`config.mk`:
```
export PLATFORM = sky130hd
export DESIGN_NAME = rau_div
export DESIGN_NICKNAME = d
export VERILOG_FILES = /design/src/rtl/core/rau_pkg.sv /design/src/rtl/core/rau_div.sv
export VERILOG_INCLUDE_DIRS = /design/src /design/src/rtl/core
export SDC_FILE = /design/constraint.sdc
export NUM_CORES = 1
export LEC_CHECK = 0
export BUFFER_PORTS_ARGS = -buffer_cell sky130_fd_sc_hd__buf_2
export CAP_MARGIN = 10
export CORE_AREA = 3 3 157 159
export CTS_BUF_LIST = sky130_fd_sc_hd__clkbuf_2
export DETAILED_ROUTE_END_ITERATION = 10
export DIE_AREA = 0 0 160 162
export PLACE_DENSITY = 0.78
export RECOVER_POWER = 25
export SLEW_MARGIN = 30
export SYNTH_ARGS = -nofsm -noshare
export SYNTH_HDL_FRONTEND = slang
export SYNTH_SLANG_ARGS = --single-unit
```
`constraint.sdc`:
```
create_clock -name i_clk -period 3.65 [get_ports i_clk]
set_input_delay 0.5475 -clock i_clk [delete_from_list [all_inputs] [get_ports i_clk]]
set_output_delay 0.5475 -clock i_clk [all_outputs]
set_load 0.03 [all_outputs]
```
`src/rtl/core/rational_arithmetic_unit_assert.svh`:
```
// assertion macros for the rational arithmetic unit
`ifndef RATIONAL_ARITHMETIC_UNIT_ASSERT_SVH
`define RATIONAL_ARITHMETIC_UNIT_ASSERT_SVH

// implication checked on every rising clock edge outside reset
`define RAU_ASSERT_IMPL(lbl, clk, rst_n, ante, cons) \
    lbl: assert property (@(posedge clk) disable iff (!rst_n) (ante) |-> (cons)) \
        else $error("rau check failed");

// next-cycle implication checked outside reset
`define RAU_ASSERT_NEXT(lbl, clk, rst_n, ante, cons) \
    lbl: assert property (@(posedge clk) disable iff (!rst_n) (ante) |=> (cons)) \
        else $error("rau check failed");

`endif

```
`src/rtl/core/rau_pkg.sv`:
```
package rau_pkg;
    localparam int OpWidthDefault = 32;
    localparam int NumW = 64;
    localparam int DenW = 62;

    localparam logic [2:0] REQ_ADD = 3'd0;
    localparam logic [2:0] REQ_SUB = 3'd1;
    localparam logic [2:0] REQ_MUL = 3'd2;
    localparam logic [2:0] REQ_DIV = 3'd3;
    localparam logic [2:0] REQ_NEG = 3'd4;
    localparam logic [2:0] REQ_CMP = 3'd5;

    localparam logic [1:0] CMP_LT = 2'd0;
    localparam logic [1:0] CMP_EQ = 2'd1;
    localparam logic [1:0] CMP_GT = 2'd2;

    typedef struct packed {
        logic [2:0]  req_type;
        logic [31:0] a_num;
        logic [31:0] a_den;
        logic [31:0] b_num;
        logic [31:0] b_den;
    } t_req;

    typedef struct packed {
        logic [63:0] res_num;
        logic [61:0] res_den;
        logic [1:0]  cmp_result;
        logic        zero_den_flag;
    } t_rsp;

    // divider control and status
    typedef struct packed {
        logic        start;
        logic [63:0] dividend;
        logic [63:0] divisor;
    } t_div_cmd;

    typedef struct packed {
        logic        busy;
        logic        done;
        logic [63:0] quot;
        logic [63:0] rem;
    } t_div_sts;
endpackage

```
`src/rtl/core/rau_div.sv`:
```
module rau_div (
    input  logic              i_clk,
    input  logic              i_rst_n,
    input  rau_pkg::t_div_cmd i_cmd,
    output rau_pkg::t_div_sts o_sts
);
    import rau_pkg::*;
    `include "rational_arithmetic_unit_assert.svh"

    logic [63:0] r_q, n_q;
    logic [64:0] r_r, n_r;
    logic [63:0] r_d, n_d;
    logic [6:0]  r_cnt, n_cnt;
    logic        r_busy, n_busy;
    logic        r_done, n_done;
    logic [64:0] w_sh;
    logic [64:0] w_diff;

    // one quotient bit per cycle, restoring
    always_comb begin
        w_sh   = {r_r[63:0], r_q[63]};
        w_diff = w_sh - {1'b0, r_d};
        n_q = r_q; n_r = r_r; n_d = r_d;
        n_cnt = r_cnt; n_busy = r_busy; n_done = 1'b0;
        if (i_cmd.start) begin
            n_q = i_cmd.dividend; n_r = '0; n_d = i_cmd.divisor;
            n_cnt = 7'd0; n_busy = 1'b1;
        end else if (r_busy) begin
            if (!w_diff[64]) begin
                n_r = w_diff; n_q = {r_q[62:0], 1'b1};
            end else begin
                n_r = w_sh; n_q = {r_q[62:0], 1'b0};
            end
            n_cnt = r_cnt + 7'd1;
            if (r_cnt == 7'd63) begin
                n_busy = 1'b0; n_done = 1'b1;
            end
        end
    end

    always_ff @(posedge i_clk) begin
        if (!i_rst_n) begin
            r_busy <= 1'b0; r_done <= 1'b0; r_cnt <= '0;
        end else begin
            r_busy <= n_busy; r_done <= n_done; r_cnt <= n_cnt;
        end
        r_q <= n_q; r_r <= n_r; r_d <= n_d;
    end

    assign o_sts.busy = r_busy;
    assign o_sts.done = r_done;
    assign o_sts.quot = r_q;
    assign o_sts.rem  = r_r[63:0];

    `RAU_ASSERT_NEXT(a_done_after_last, i_clk, i_rst_n, r_busy && r_cnt == 7'd63 && !i_cmd.start, r_done)
    `RAU_ASSERT_IMPL(a_done_not_busy, i_clk, i_rst_n, r_done, !r_busy)
    `RAU_ASSERT_NEXT(a_start_busy, i_clk, i_rst_n, i_cmd.start, r_busy && r_cnt == 7'd0)
endmodule

```
# [Word level (Yosys, flattened, before mapping)]
# Cells that the tools add are included.
[totals] regBits=201 latch_bits=0 ramBits=0 rom_bits=0 inputBits=131 output_inout_bits=130 wordCells=22 n_memories=0
[classes] add_sub_neg=2 multipliers=0 div=0 magnitude_cmp=0 eq_ne=1 n_shift=0 n_mux=8 bitwise_logic=2 n_reduce_logical=3
[ops] op="2-to-1 mux 64 bit" n=3
[ops] op="subtractor 65 x 64 -> 65 bit" n=1
[ops] op="adder 7 x 1 -> 7 bit (second input constant)" n=1
[ops] op="== test 7 x 6 -> 1 bit (second input constant)" n=1
[ops] op="2-to-1 mux 1 bit" n=5
[ops] op="OR reduction 3 bit" n=1
[ops] op="inverter 1 bit" n=2
[ops] op="nonzero test 2 bit" n=1
[ops] op="OR reduction 2 bit" n=1

# [Depth between registers and ports, before layout]
# Gate-level depths: netlist (run 1).
[logic_depth] word_depth=4 depth_mapped=16 mapped_depth_nobuf=13

# [Worst setup path after synthesis (run 1)]
# OpenSTA, ideal clock, no wires.
[synth_path] path_kind="register -> register" startpoint="register r_q[63]" endpoint="register r_r[60]" setup_time_ps=86 arrival_ps=3642 required_ps=3564 setup_slack_ps=-78 path_stages_with_launch=16 path_buffers=2 period_less_slack_ps=3728 cell_sequence="edfxtp_1 > inv_1 > ha_1 > fa_1 > nand2b_1 > a21o_1 > a31o_4 > o31ai_4 > a211oi_2 > nor4_4 > or2_1 > buf_4 > xnor2_1 > buf_6 > or4_1 > a211oi_1"
[synth_between] elab_chain_len=2
[synth_lines] item="start: declaration" line="rau_div.sv:10" rtl="logic [63:0] r_q, n_q;"
[synth_lines] item="start signal: assignment" line="rau_div.sv:47" rtl="r_q <= n_q; r_r <= n_r; r_d <= n_d;"
[synth_lines] item="subtractor 65 x 64 -> 65 bit" line="rau_div.sv:22" rtl="w_diff = w_sh - {1'b0, r_d};"
[synth_lines] item="2-to-1 mux 64 bit" line="rau_div.sv:29" rtl="if (!w_diff[64]) begin"
[synth_lines] item="end signal: assignment" line="rau_div.sv:47"
[synth_lines] item="end: declaration" line="rau_div.sv:11" rtl="logic [64:0] r_r, n_r;"
# Every way passes these cells.
# A chain may end at the register's enable or synchronous reset.

# [Worst setup path after layout (run 1)]
[layout_path] startpoint="register r_q[63]" endpoint="register r_r[52]"
# The elaborated chain is that of the path after synthesis.

==> metrics.yaml, run 1 <==
status: "completed"
rows: 56
grt_pass1_wl_mm: 58.2
die_w_um: 160
ys_ff_latch: 201
cp_slowest_cell: "or4_1"
synth_ff_type: "edfxtp_1"
p_per_area_mw_per_mm2: 428
syn_inst: 1241
use_met3_pct: 7.27
synth_edf_count: 128
slew_headroom_pct: 26.4
reg2reg_slack_ns: 0.13
drive_above_1_share_pct: 27.2
crit_path_max_incr_delay_ns: 0.53
path_buf_inv: 1
crit_chain: "inv_1 -> ha_2 -> fa_2 -> nand2b_4 -> a21o_1 -> a31o_4 -> o31ai_4 -> a211oi_4 -> nor4_4 -> or2_4 -> xnor2_4 -> or4_1 -> a211oi_1"
root_buffer: "clkbuf_2"
wire_per_inst_um: 18.3
clk_latency_ns: 0.89
multi_input_area_mm2: 0.00609
dp_hpwl_mm: 24.3
fill_cells: 1842
io_pins: 261
worst_pin_slew_ns: 1.10
port_buffers: 260
max_freq_ghz: 0.284
grt_pass1_vias: 11312
clock_skew_ns: 0.0696
finalNonFillerCells: 2015
clock_sinks: 201
yosys_warnings: 0
cts_made_buffers: 54
async_reset_ff_share_pct: 0
syn_nets: 1438
vias_per_cell: 5.59
start_util_pct: 51.0
critPathLaunchType: "flip-flop"
final_nets: 1844
ff_latch_area_mm2: 0.00531
routed_wl_mm: 36.8
cts_tree: "done"
crit_path_end_kind: "flip-flop"
vias: 11261
drc_errors: 0
grtUsageTotal_pct: 27.4
critical_path.top_delay_family: "simple AND/OR/NAND/NOR gates"
overflow: 0
areaGrowthSynthToFinish_pct: 30.0
postRouteAntennaNets: 0
synth_cell_type_count: 71
dp_slack_ns: 0.0743
drt-initial-drc-count: 873
fin_util_pct: 66.2
finalHoldViolCount: 0
worst_slack_ns: 0.132
synth_area_mm2: 0.0119
grt_max_degree: 104
avgSynthCellArea_um2: 9.61
synth_top_area_share_pct: 32.2
core_area_mm2: 0.0234
max-vdd-ir-drop_mv: 0.266
hp-class: "in -> reg"
synth.area.top_cells: "edfxtp_1 32%, dfxtp_1 12%, ha_1 6.8%"
grt_use_met2_pct: 45.5
ctsHtreeMaxLevel: 2
die_area_mm2: 0.0259
cellLeakagePower_nw: 6.87
use_met1_pct: 33.5
critPathArrivalTime_ns: 4.28
drv_cap: 0
path_max_fanout: 5
dr.pass1.iters: 5
path_clk_slew_ns: 0.11
ys_seq_area_share_pct: 44.5
antenna_found_initial: 3
gp_congestion: 0.932
worstPathRequired_ns: 4.41
placedCellCount: 1777
dieHeight_um: 162
setup_violations: 0
layout_common_cells: "253 x buf_2, 163 x nand2_1, 130 x dlygate4sd3_1, 128 x edfxtp_1, 90 x a21oi_1"
yosysTopAreaCell: "edfxtp_1"
period_minus_slack_ns: 3.52
worstSetupPathType: "reg -> reg"
drv_slew: 0
clk_path_buf_depth: 3
period_share_pct: 96.4
gr-max-usage-layer: "met2"
layout_commonest_cell: "buf_2"
-- Yosys cell counts (all sizes together) (26+ instances only) --
library cell and instances:
nor2 87, edfxtp 128, ha 65, a311oi 41, a21oi 90, xor2 26
xnor2 35, nand2 163, o21ai 59, dfxtp 73, inv 88, clkbuf 51
a21o 26, mux2 63
-- metal layers --
| layer | share of wire (%) | vias to the layer above | routed length [um] |
|---|---|---|---|
| li1 | - | 5381 | - |
| met1 | 40 | 5218 | 14600 |
| met2 | 47 | 560 | 17300 |
| met3 | 9.0 | 102 | 3300 |
| met4 | 4.2 | 0 | 1550 |
| met5 | 0 | - | 0 |
-- cell type report --
| class | count | area share [%] |
|---|---|---|
| Timing Repair Buffer | 417 | 18.5 |
| Clock buffer | 88 | 2.84 |
| Inverter | 88 | 2.13 |
| Antenna cell | 3 | 0.0484 |
| Tap cell | 319 | 2.57 |
| Multi-Input combinational cell | 885 | 39.3 |
| Clock inverter | 14 | 0.444 |
| Sequential cell | 201 | 34.2 |
-- sequential cells by signal, summed over array words and instances, names as in the netlist --
signal  cells
r_r        64
r_cnt       7
r_q        64
r_d        64
r_busy      1
r_done      1
-- path summary, 6_finish.rpt --
path	start	end	cells past startpoint
max	r_q[63]$_DFFE_PP_	r_r[52]$_SDFFE_PP0P_	13
min	i_cmd[2]	r_d[2]$_DFFE_PP_	2
max reg2reg	r_q[63]$_DFFE_PP_	r_r[52]$_SDFFE_PP0P_	13
min reg2reg	r_cnt[5]$_SDFFE_PP0P_	r_cnt[5]$_SDFFE_PP0P_	2
-- cell families after synthesis --
| family | count (synthesis) | share of synthesized area [%] |
|---|---|---|
| DFF | 201 | 44.5 |
| AOI/OAI and AO/OA | 309 | 17.4 |
| buffers and inverters | 155 | 5.17 |
| adders and majority gates | 66 | 6.99 |
| and+or+nand+nor | 375 | 14.6 |
| xor gates and xnor gates | 61 | 4.48 |
| muxes | 74 | 6.87 |
-- stage by stage --
stage / power [mW] / setup TNS, ns / cell area, um^2 / hold WS, ns
floorplan: 4.21 / 0 / 11900 / 0.454
global placement: 4.76 / 0 / 13600 / 0.464
detailed placement: 4.80 / 0 / 13600 / 0.479
CTS: 6.58 / 0 / 15400 / 0.271
finish: 6.64 / 0 / 15500 / 0.373
global route: 7.02 / -0.0814 / 15500 / 0.292
-- timing repair --
item	CTS	global route
resized for setup	1	20
hold buffers	130	0
pin swaps	0	7
gates cloned	0	1
endpoints found under the hold margin	133	0
buffers inserted	0	2
endpoints found under the setup margin	1	53
-- report_power, final --
group / switching (mW) / total (mW) / internal (mW)
Clock: 1.03 / 1.67 / 0.645
Combinational: 1.33 / 2.18 / 0.851
Sequential: 0.148 / 2.79 / 2.64
Note: power is estimated with default switching activity, not from simulation.
==> run 2, diff against run 1 <==
--- a/config.mk
+++ b/config.mk
@@ -8,10 +8,10 @@
 export LEC_CHECK = 0
 export BUFFER_PORTS_ARGS = -buffer_cell sky130_fd_sc_hd__buf_2
 export CAP_MARGIN = 10
-export CORE_AREA = 3 3 157 159
+export CORE_AREA = 3 3 154 156
 export CTS_BUF_LIST = sky130_fd_sc_hd__clkbuf_2
 export DETAILED_ROUTE_END_ITERATION = 10
-export DIE_AREA = 0 0 160 162
+export DIE_AREA = 0 0 157 159
 export PLACE_DENSITY = 0.78
 export RECOVER_POWER = 25
 export SLEW_MARGIN = 30
==> constraint.sdc (replaced) <==
create_clock -name i_clk -period 3.5 [get_ports i_clk]
set_input_delay 0.525 -clock i_clk [delete_from_list [all_inputs] [get_ports i_clk]]
set_output_delay 0.525 -clock i_clk [all_outputs]
set_load 0.03 [all_outputs]
==> run 2 against run 1 <==
Net effect: critical path type unchanged; total power grew 7.1%; critical path depth rose by 3; largest cell class unchanged; setup slack lost 0.11 ns; sequential power is 5% higher; cell count shrank 0.50%; combinational power grew 13%; routed wire length down 0.37%; sequential share of layout area shrank 0.95 points.
==> metrics.yaml, run 2 (synthesis results as in run 1) <==
postRouteAntennaNets: 0
core_area_mm2: 0.0225
die_w_um: 157
clock_sinks: 201
rsz0062_at_grt: "true"
path_max_fanout: 5
placedCellCount: 1755
dieHeight_um: 159
clk_latency_ns: 0.86
status: "completed"
critical_path.most_common_cell: "buf_4"
drt-initial-drc-count: 733
max_freq_ghz: 0.288
antenna_found_initial: 2
io_pins: 261
cts_made_buffers: 55
crit_path_max_incr_delay_ns: 0.43
ff2ff_path_depth: 16
clk_path_buf_depth: 3
drive_above_1_share_pct: 30.5
wire_per_inst_um: 18.3
die_area_mm2: 0.0250
reg2reg_slack_ns: 0.03
drv_cap: 0
multi_input_area_mm2: 0.00630
crit_chain: "ha_4 -> fa_2 -> nand2b_4 -> a21o_1 -> a31o_4 -> o31ai_4 -> a211oi_4 -> nor4_4 -> buf_4 -> nor2_4 -> xnor2_4 -> buf_6 -> buf_12 -> buf_4 -> nand2b_1 -> a311oi_1"
reg_top3: "r_d (64), r_q (64), r_r (64)"
finalHoldViolCount: 0
critPathLaunchType: "flip-flop"
drc_errors: 0
postPlaceCellArea_mm2: 0.0136
hold_path_end: "r_r[59]$_SDFFE_PP0P_"
layout_common_cells: "256 x buf_2, 146 x nand2_1, 129 x dlygate4sd3_1, 128 x edfxtp_1, 89 x a21oi_1"
design_area_mm2: 0.0160
grtUsageTotal_pct: 27.6
start_util_pct: 53.0
overflow: 0
vias_per_cell: 5.69
crit_path_end_kind: "flip-flop"
vias: 11415
grt_pass1_vias: 11354
reg2reg_from: "r_d[0]$_DFFE_PP_"
grt_max_degree: 63
ctsHtreeMaxLevel: 2
fill_cells: 1611
p_per_area_mw_per_mm2: 446
layout_commonest_cell: "buf_2"
root_buffer: "clkbuf_2"
port_buffers: 260
period_minus_slack_ns: 3.47
grt_pass1_wl_mm: 56.9
dp_hpwl_mm: 23.7
worstPathRequired_ns: 4.25
worst_pin_slew_ns: 0.770
slew_headroom_pct: 48.6
hp-class: "in -> reg"
path_clk_slew_ns: 0.10
rr_endpoint: "r_r[0]$_SDFFE_PP0P_"
setup_violations: 0
areaGrowthSynthToFinish_pct: 33.8
cts_tree: "done"
min_from: "i_cmd[128]"
ff_latch_area_mm2: 0.00531
clock_skew_ns: 0.0687
drv_slew: 0
cp_slowest_cell: "edfxtp_1"
holdPathStages: 2
rows: 55
period_share_pct: 99.2
worstSetupPathType: "reg -> reg"
final_nets: 1871
max-vdd-ir-drop_mv: 0.326
finalNonFillerCells: 2005
dr.pass1.iters: 5
cellLeakagePower_nw: 7.13
gp_congestion: 0.970
critPathArrivalTime_ns: 4.22
final.setup.tns_ns: 0
routed_wl_mm: 36.7
## run 2: repair_timing
item | 4_1_cts | 5_1_grt
setup buffers | 0 | 11
gates resized for setup | 1 | 73
cloned | 0 | 7
hold buffers | 129 | 0
endpoints found under the hold margin | 129 | 0
pin swaps | 0 | 29
endpoints found under the setup margin | 3 | 53
## run 2: metal layers
layer | up-vias | part of all wire, % | global-route usage, %
met5 | - | 0 | 0
met4 | 0 | 4.4 | 11.6
met3 | 124 | 8.9 | 6.80
met2 | 572 | 47 | 45.0
met1 | 5294 | 39 | 35.0
li1 | 5425 | - | -
## run 2: how the worst max path moves through the flow
stage / from / endpoint / slack, ns / cells past startpoint
final: r_d[0]$_DFFE_PP_ / r_r[0]$_SDFFE_PP0P_ / 0.03 / 16
after CTS: r_q[63]$_DFFE_PP_ / r_r[9]$_SDFFE_PP0P_ / 0.02 / 14
after detailed placement: r_q[63]$_DFFE_PP_ / r_r[25]$_SDFFE_PP0P_ / 0.04 / 14
after global placement: r_d[0]$_DFFE_PP_ / r_r[52]$_SDFFE_PP0P_ / 0.18 / 12
after floorplan: r_q[63]$_DFFE_PP_ / r_r[60]$_SDFFE_PP0P_ / 0.07 / 15
after global routing: r_d[0]$_DFFE_PP_ / r_r[6]$_SDFFE_PP0P_ / -0.11 / 15
## run 2: through the flow
step | util, % | hold slack (ns) | total power [mW] | setup WS [ns]
6_report | 70.9 | 0.126 | 7.11 | 0.0266
5_1_grt | 70.9 | 0.0835 | 7.50 | -0.109
4_1_cts | 68.6 | 0.0473 | 6.85 | 0.0224
3_5_place_dp | 60.6 | 0.482 | 5.02 | 0.0363
3_3_place_gp | 60.6 | 0.465 | 4.98 | 0.182
2_1_floorplan | - | 0.454 | 4.40 | 0.0669
## run 2: power breakdown
part / switching [mW] / internal [mW] / total, mW / leakage, nW
Sequential: 0.164 / 2.76 / 2.92 / 1.87
Clock: 1.06 / 0.666 / 1.72 / 0.391
Combinational: 1.46 / 1.01 / 2.47 / 4.87
Total: 2.69 / 4.43 / 7.11 / 7.13
## run 2: layout make-up
class                           instances  area share [%]
Multi-Input combinational cell        885            39.5
Clock buffer                           88            2.76
Timing Repair Buffer                  443            19.8
Sequential cell                       201            33.3
Inverter                               88            2.07
Tap cell                              285            2.24
Antenna cell                            2          0.0314
Clock inverter                         13           0.369
## run 2: worst max-delay path, delay by kind of cell, from the launching register on
family / cells / cell delay, ns
XOR/XNOR: 1 / 0.28
buffers and inverters: 4 / 0.58
AO/OA/AOI/OAI: 5 / 1.06
flip-flops: 1 / 0.43
AND/OR/NAND/NOR: 4 / 0.51
adder cells (fa/ha/maj): 2 / 0.53
==> run 3, diff against run 2 <==
--- a/config.mk
+++ b/config.mk
@@ -8,11 +8,14 @@
 export LEC_CHECK = 0
 export BUFFER_PORTS_ARGS = -buffer_cell sky130_fd_sc_hd__buf_2
 export CAP_MARGIN = 10
-export CORE_AREA = 3 3 154 156
+export CELL_PAD_IN_SITES_DETAIL_PLACEMENT = 1
+export CELL_PAD_IN_SITES_GLOBAL_PLACEMENT = 2
+export CORE_AREA = 3 3 189 191
 export CTS_BUF_LIST = sky130_fd_sc_hd__clkbuf_2
 export DETAILED_ROUTE_END_ITERATION = 10
-export DIE_AREA = 0 0 157 159
-export PLACE_DENSITY = 0.78
+export DIE_AREA = 0 0 192 194
+export MAX_ROUTING_LAYER = met4
+export PLACE_DENSITY_LB_ADDON = 0.1
 export RECOVER_POWER = 25
 export SLEW_MARGIN = 30
 export SYNTH_ARGS = -nofsm -noshare
==> run 3 against run 2 <==
Net effect: cell count grew 10%; total power rose by 3.4%; non-clock buffer count increased by 29; sequential share of layout area down 0.75 points; via count down 1.0%; hold slack improved by 0.069 ns; critical path depth fell by 1; setup slack improved by 0.079 ns; core utilization down 23 points; clock power is 12% higher.
==> metrics.yaml, run 3 (synthesis results as in run 1) <==
status: "completed"
crit_path_end_kind: "flip-flop"
ff2ff_path_depth: 15
postRouteAntennaNets: 0
reg2reg_slack_ns: 0.11
drive_above_1_share_pct: 30.7
core_area_mm2: 0.0343
layout_common_cells: "251 x buf_2, 157 x nand2_1, 132 x dlygate4sd3_1, 128 x edfxtp_1, 93 x clkbuf_2"
drc_errors: 0
clk_latency_ns: 1.05
clk_path_buf_depth: 3
critPathLaunchType: "flip-flop"
min_from: "i_cmd[5]"
overflow: 0
antenna_found_initial: 3
clock_sinks: 201
reg2reg_from: "r_d[0]$_DFFE_PP_"
rows: 68
rr_endpoint: "r_r[14]$_SDFFE_PP0P_"
max-vdd-ir-drop_mv: 0.272
period_share_pct: 97.0
p_per_area_mw_per_mm2: 450
holdPathStages: 2
io_pins: 261
die_w_um: 192
gp_congestion: 0.871
worst_pin_slew_ns: 0.759
drt-initial-drc-count: 448
critPathArrivalTime_ns: 4.30
setup_violations: 0
worst_slack_ns: 0.106
finalNonFillerCells: 2215
drv_slew: 0
ctsHtreeMaxLevel: 2
finalHoldViolCount: 0
placedCellCount: 1952
slew_headroom_pct: 49.4
die_area_mm2: 0.0372
max_freq_ghz: 0.295
cts_made_buffers: 58
port_buffers: 260
routed_wl_mm: 43.7
period_minus_slack_ns: 3.39
clock_skew_ns: 0.0854
final.setup.tns_ns: 0
dr.pass1.iters: 5
root_buffer: "clkbuf_2"
worstPathRequired_ns: 4.41
final_nets: 1903
worstSetupPathType: "reg -> reg"
path_clk_slew_ns: 0.11
wire_per_inst_um: 19.7
rsz0062_at_grt: "true"
grt_pass1_vias: 12175
vias: 11297
areaGrowthSynthToFinish_pct: 36.9
drv_cap: 0
start_util_pct: 34.8
dp_slack_ns: 0.0283
cts_tree: "done"
dieHeight_um: 194
hp-class: "in -> reg"
reg_top3: "r_d (64), r_q (64), r_r (64)"
path_max_fanout: 7
grt_max_degree: 81
grtUsageTotal_pct: 23.7
cellLeakagePower_nw: 7.23
p_total_mw: 7.35
hold_slack_ns: 0.195
grt_pass1_wl_mm: 67.8
vias_per_cell: 5.10
layout_commonest_cell: "buf_2"
fill_cells: 3943
dp_hpwl_mm: 30.1
hold_path_end: "r_d[5]$_DFFE_PP_"
-- run 3: worst max path at each step --
stage	from	end	slack (ns)	cells after the start
6_report	r_d[0]$_DFFE_PP_	r_r[14]$_SDFFE_PP0P_	0.11	15
4_1_cts	r_q[63]$_DFFE_PP_	r_r[0]$_SDFFE_PP0P_	0.01	15
5_1_grt	r_q[63]$_DFFE_PP_	r_r[32]$_SDFFE_PP0P_	-0.04	16
3_5_place_dp	r_q[63]$_DFFE_PP_	r_r[60]$_SDFFE_PP0P_	0.03	14
2_1_floorplan	r_q[63]$_DFFE_PP_	r_r[60]$_SDFFE_PP0P_	0.07	15
3_3_place_gp	r_q[63]$_DFFE_PP_	r_r[62]$_SDFFE_PP0P_	0.11	13
-- run 3: area by class of cell --
| cell class | instances | area, um^2 | area share, % |
|---|---|---|---|
| Sequential cell | 201 | 5310 | 32.5 |
| Multi-Input combinational cell | 885 | 6180 | 37.9 |
| Tap cell | 455 | 569 | 3.49 |
| Clock inverter | 17 | 93.8 | 0.575 |
| Antenna cell | 4 | 10.0 | 0.0613 |
| Timing Repair Buffer | 472 | 3360 | 20.6 |
| Clock buffer | 93 | 465 | 2.85 |
| Inverter | 88 | 330 | 2.02 |
-- run 3: through the flow --
step | utilization [%] | instance area [um^2]
3_3_place_gp | 41.1 | 14100
5_1_grt | 47.6 | 16300
4_1_cts | 46.9 | 16100
6_report | 47.6 | 16300
2_1_floorplan | - | 11900
3_5_place_dp | 41.1 | 14100
-- run 3: worst max-delay path, cell delays in order, from the launching register on --
cell	delay, ns
edfxtp_1	0.43
ha_4	0.19
fa_2	0.36
nand2b_4	0.15
a21o_1	0.22
a31o_4	0.24
o31ai_4	0.24
a211oi_4	0.13
nor4_4	0.22
nor2_2	0.11
xnor2_2	0.20
buf_4	0.17
buf_12	0.11
buf_12	0.11
nand3b_1	0.10
a311oi_2	0.28
-- run 3: routing by layer --
metal	routed length, um	vias up	track usage [%]
li1	-	5493	-
met1	19500	5458	29.6
met2	21000	284	38.7
met3	2210	62	4.68
met4	995	0	7.26
met5	0	-	-
-- run 3: what timing repair did --
action	CTS	global route
setup endpoints to repair	4	62
buffers inserted	4	11
pin swaps	3	9
endpoints found under the hold margin	157	0
gates resized for setup	5	32
hold buffers	132	0
cloned	1	1
-- run 3: where the power goes --
group	internal, mW	switching (mW)
clock	0.730	1.19
sequential	2.76	0.148
combinational	1.02	1.51
total	4.51	2.84
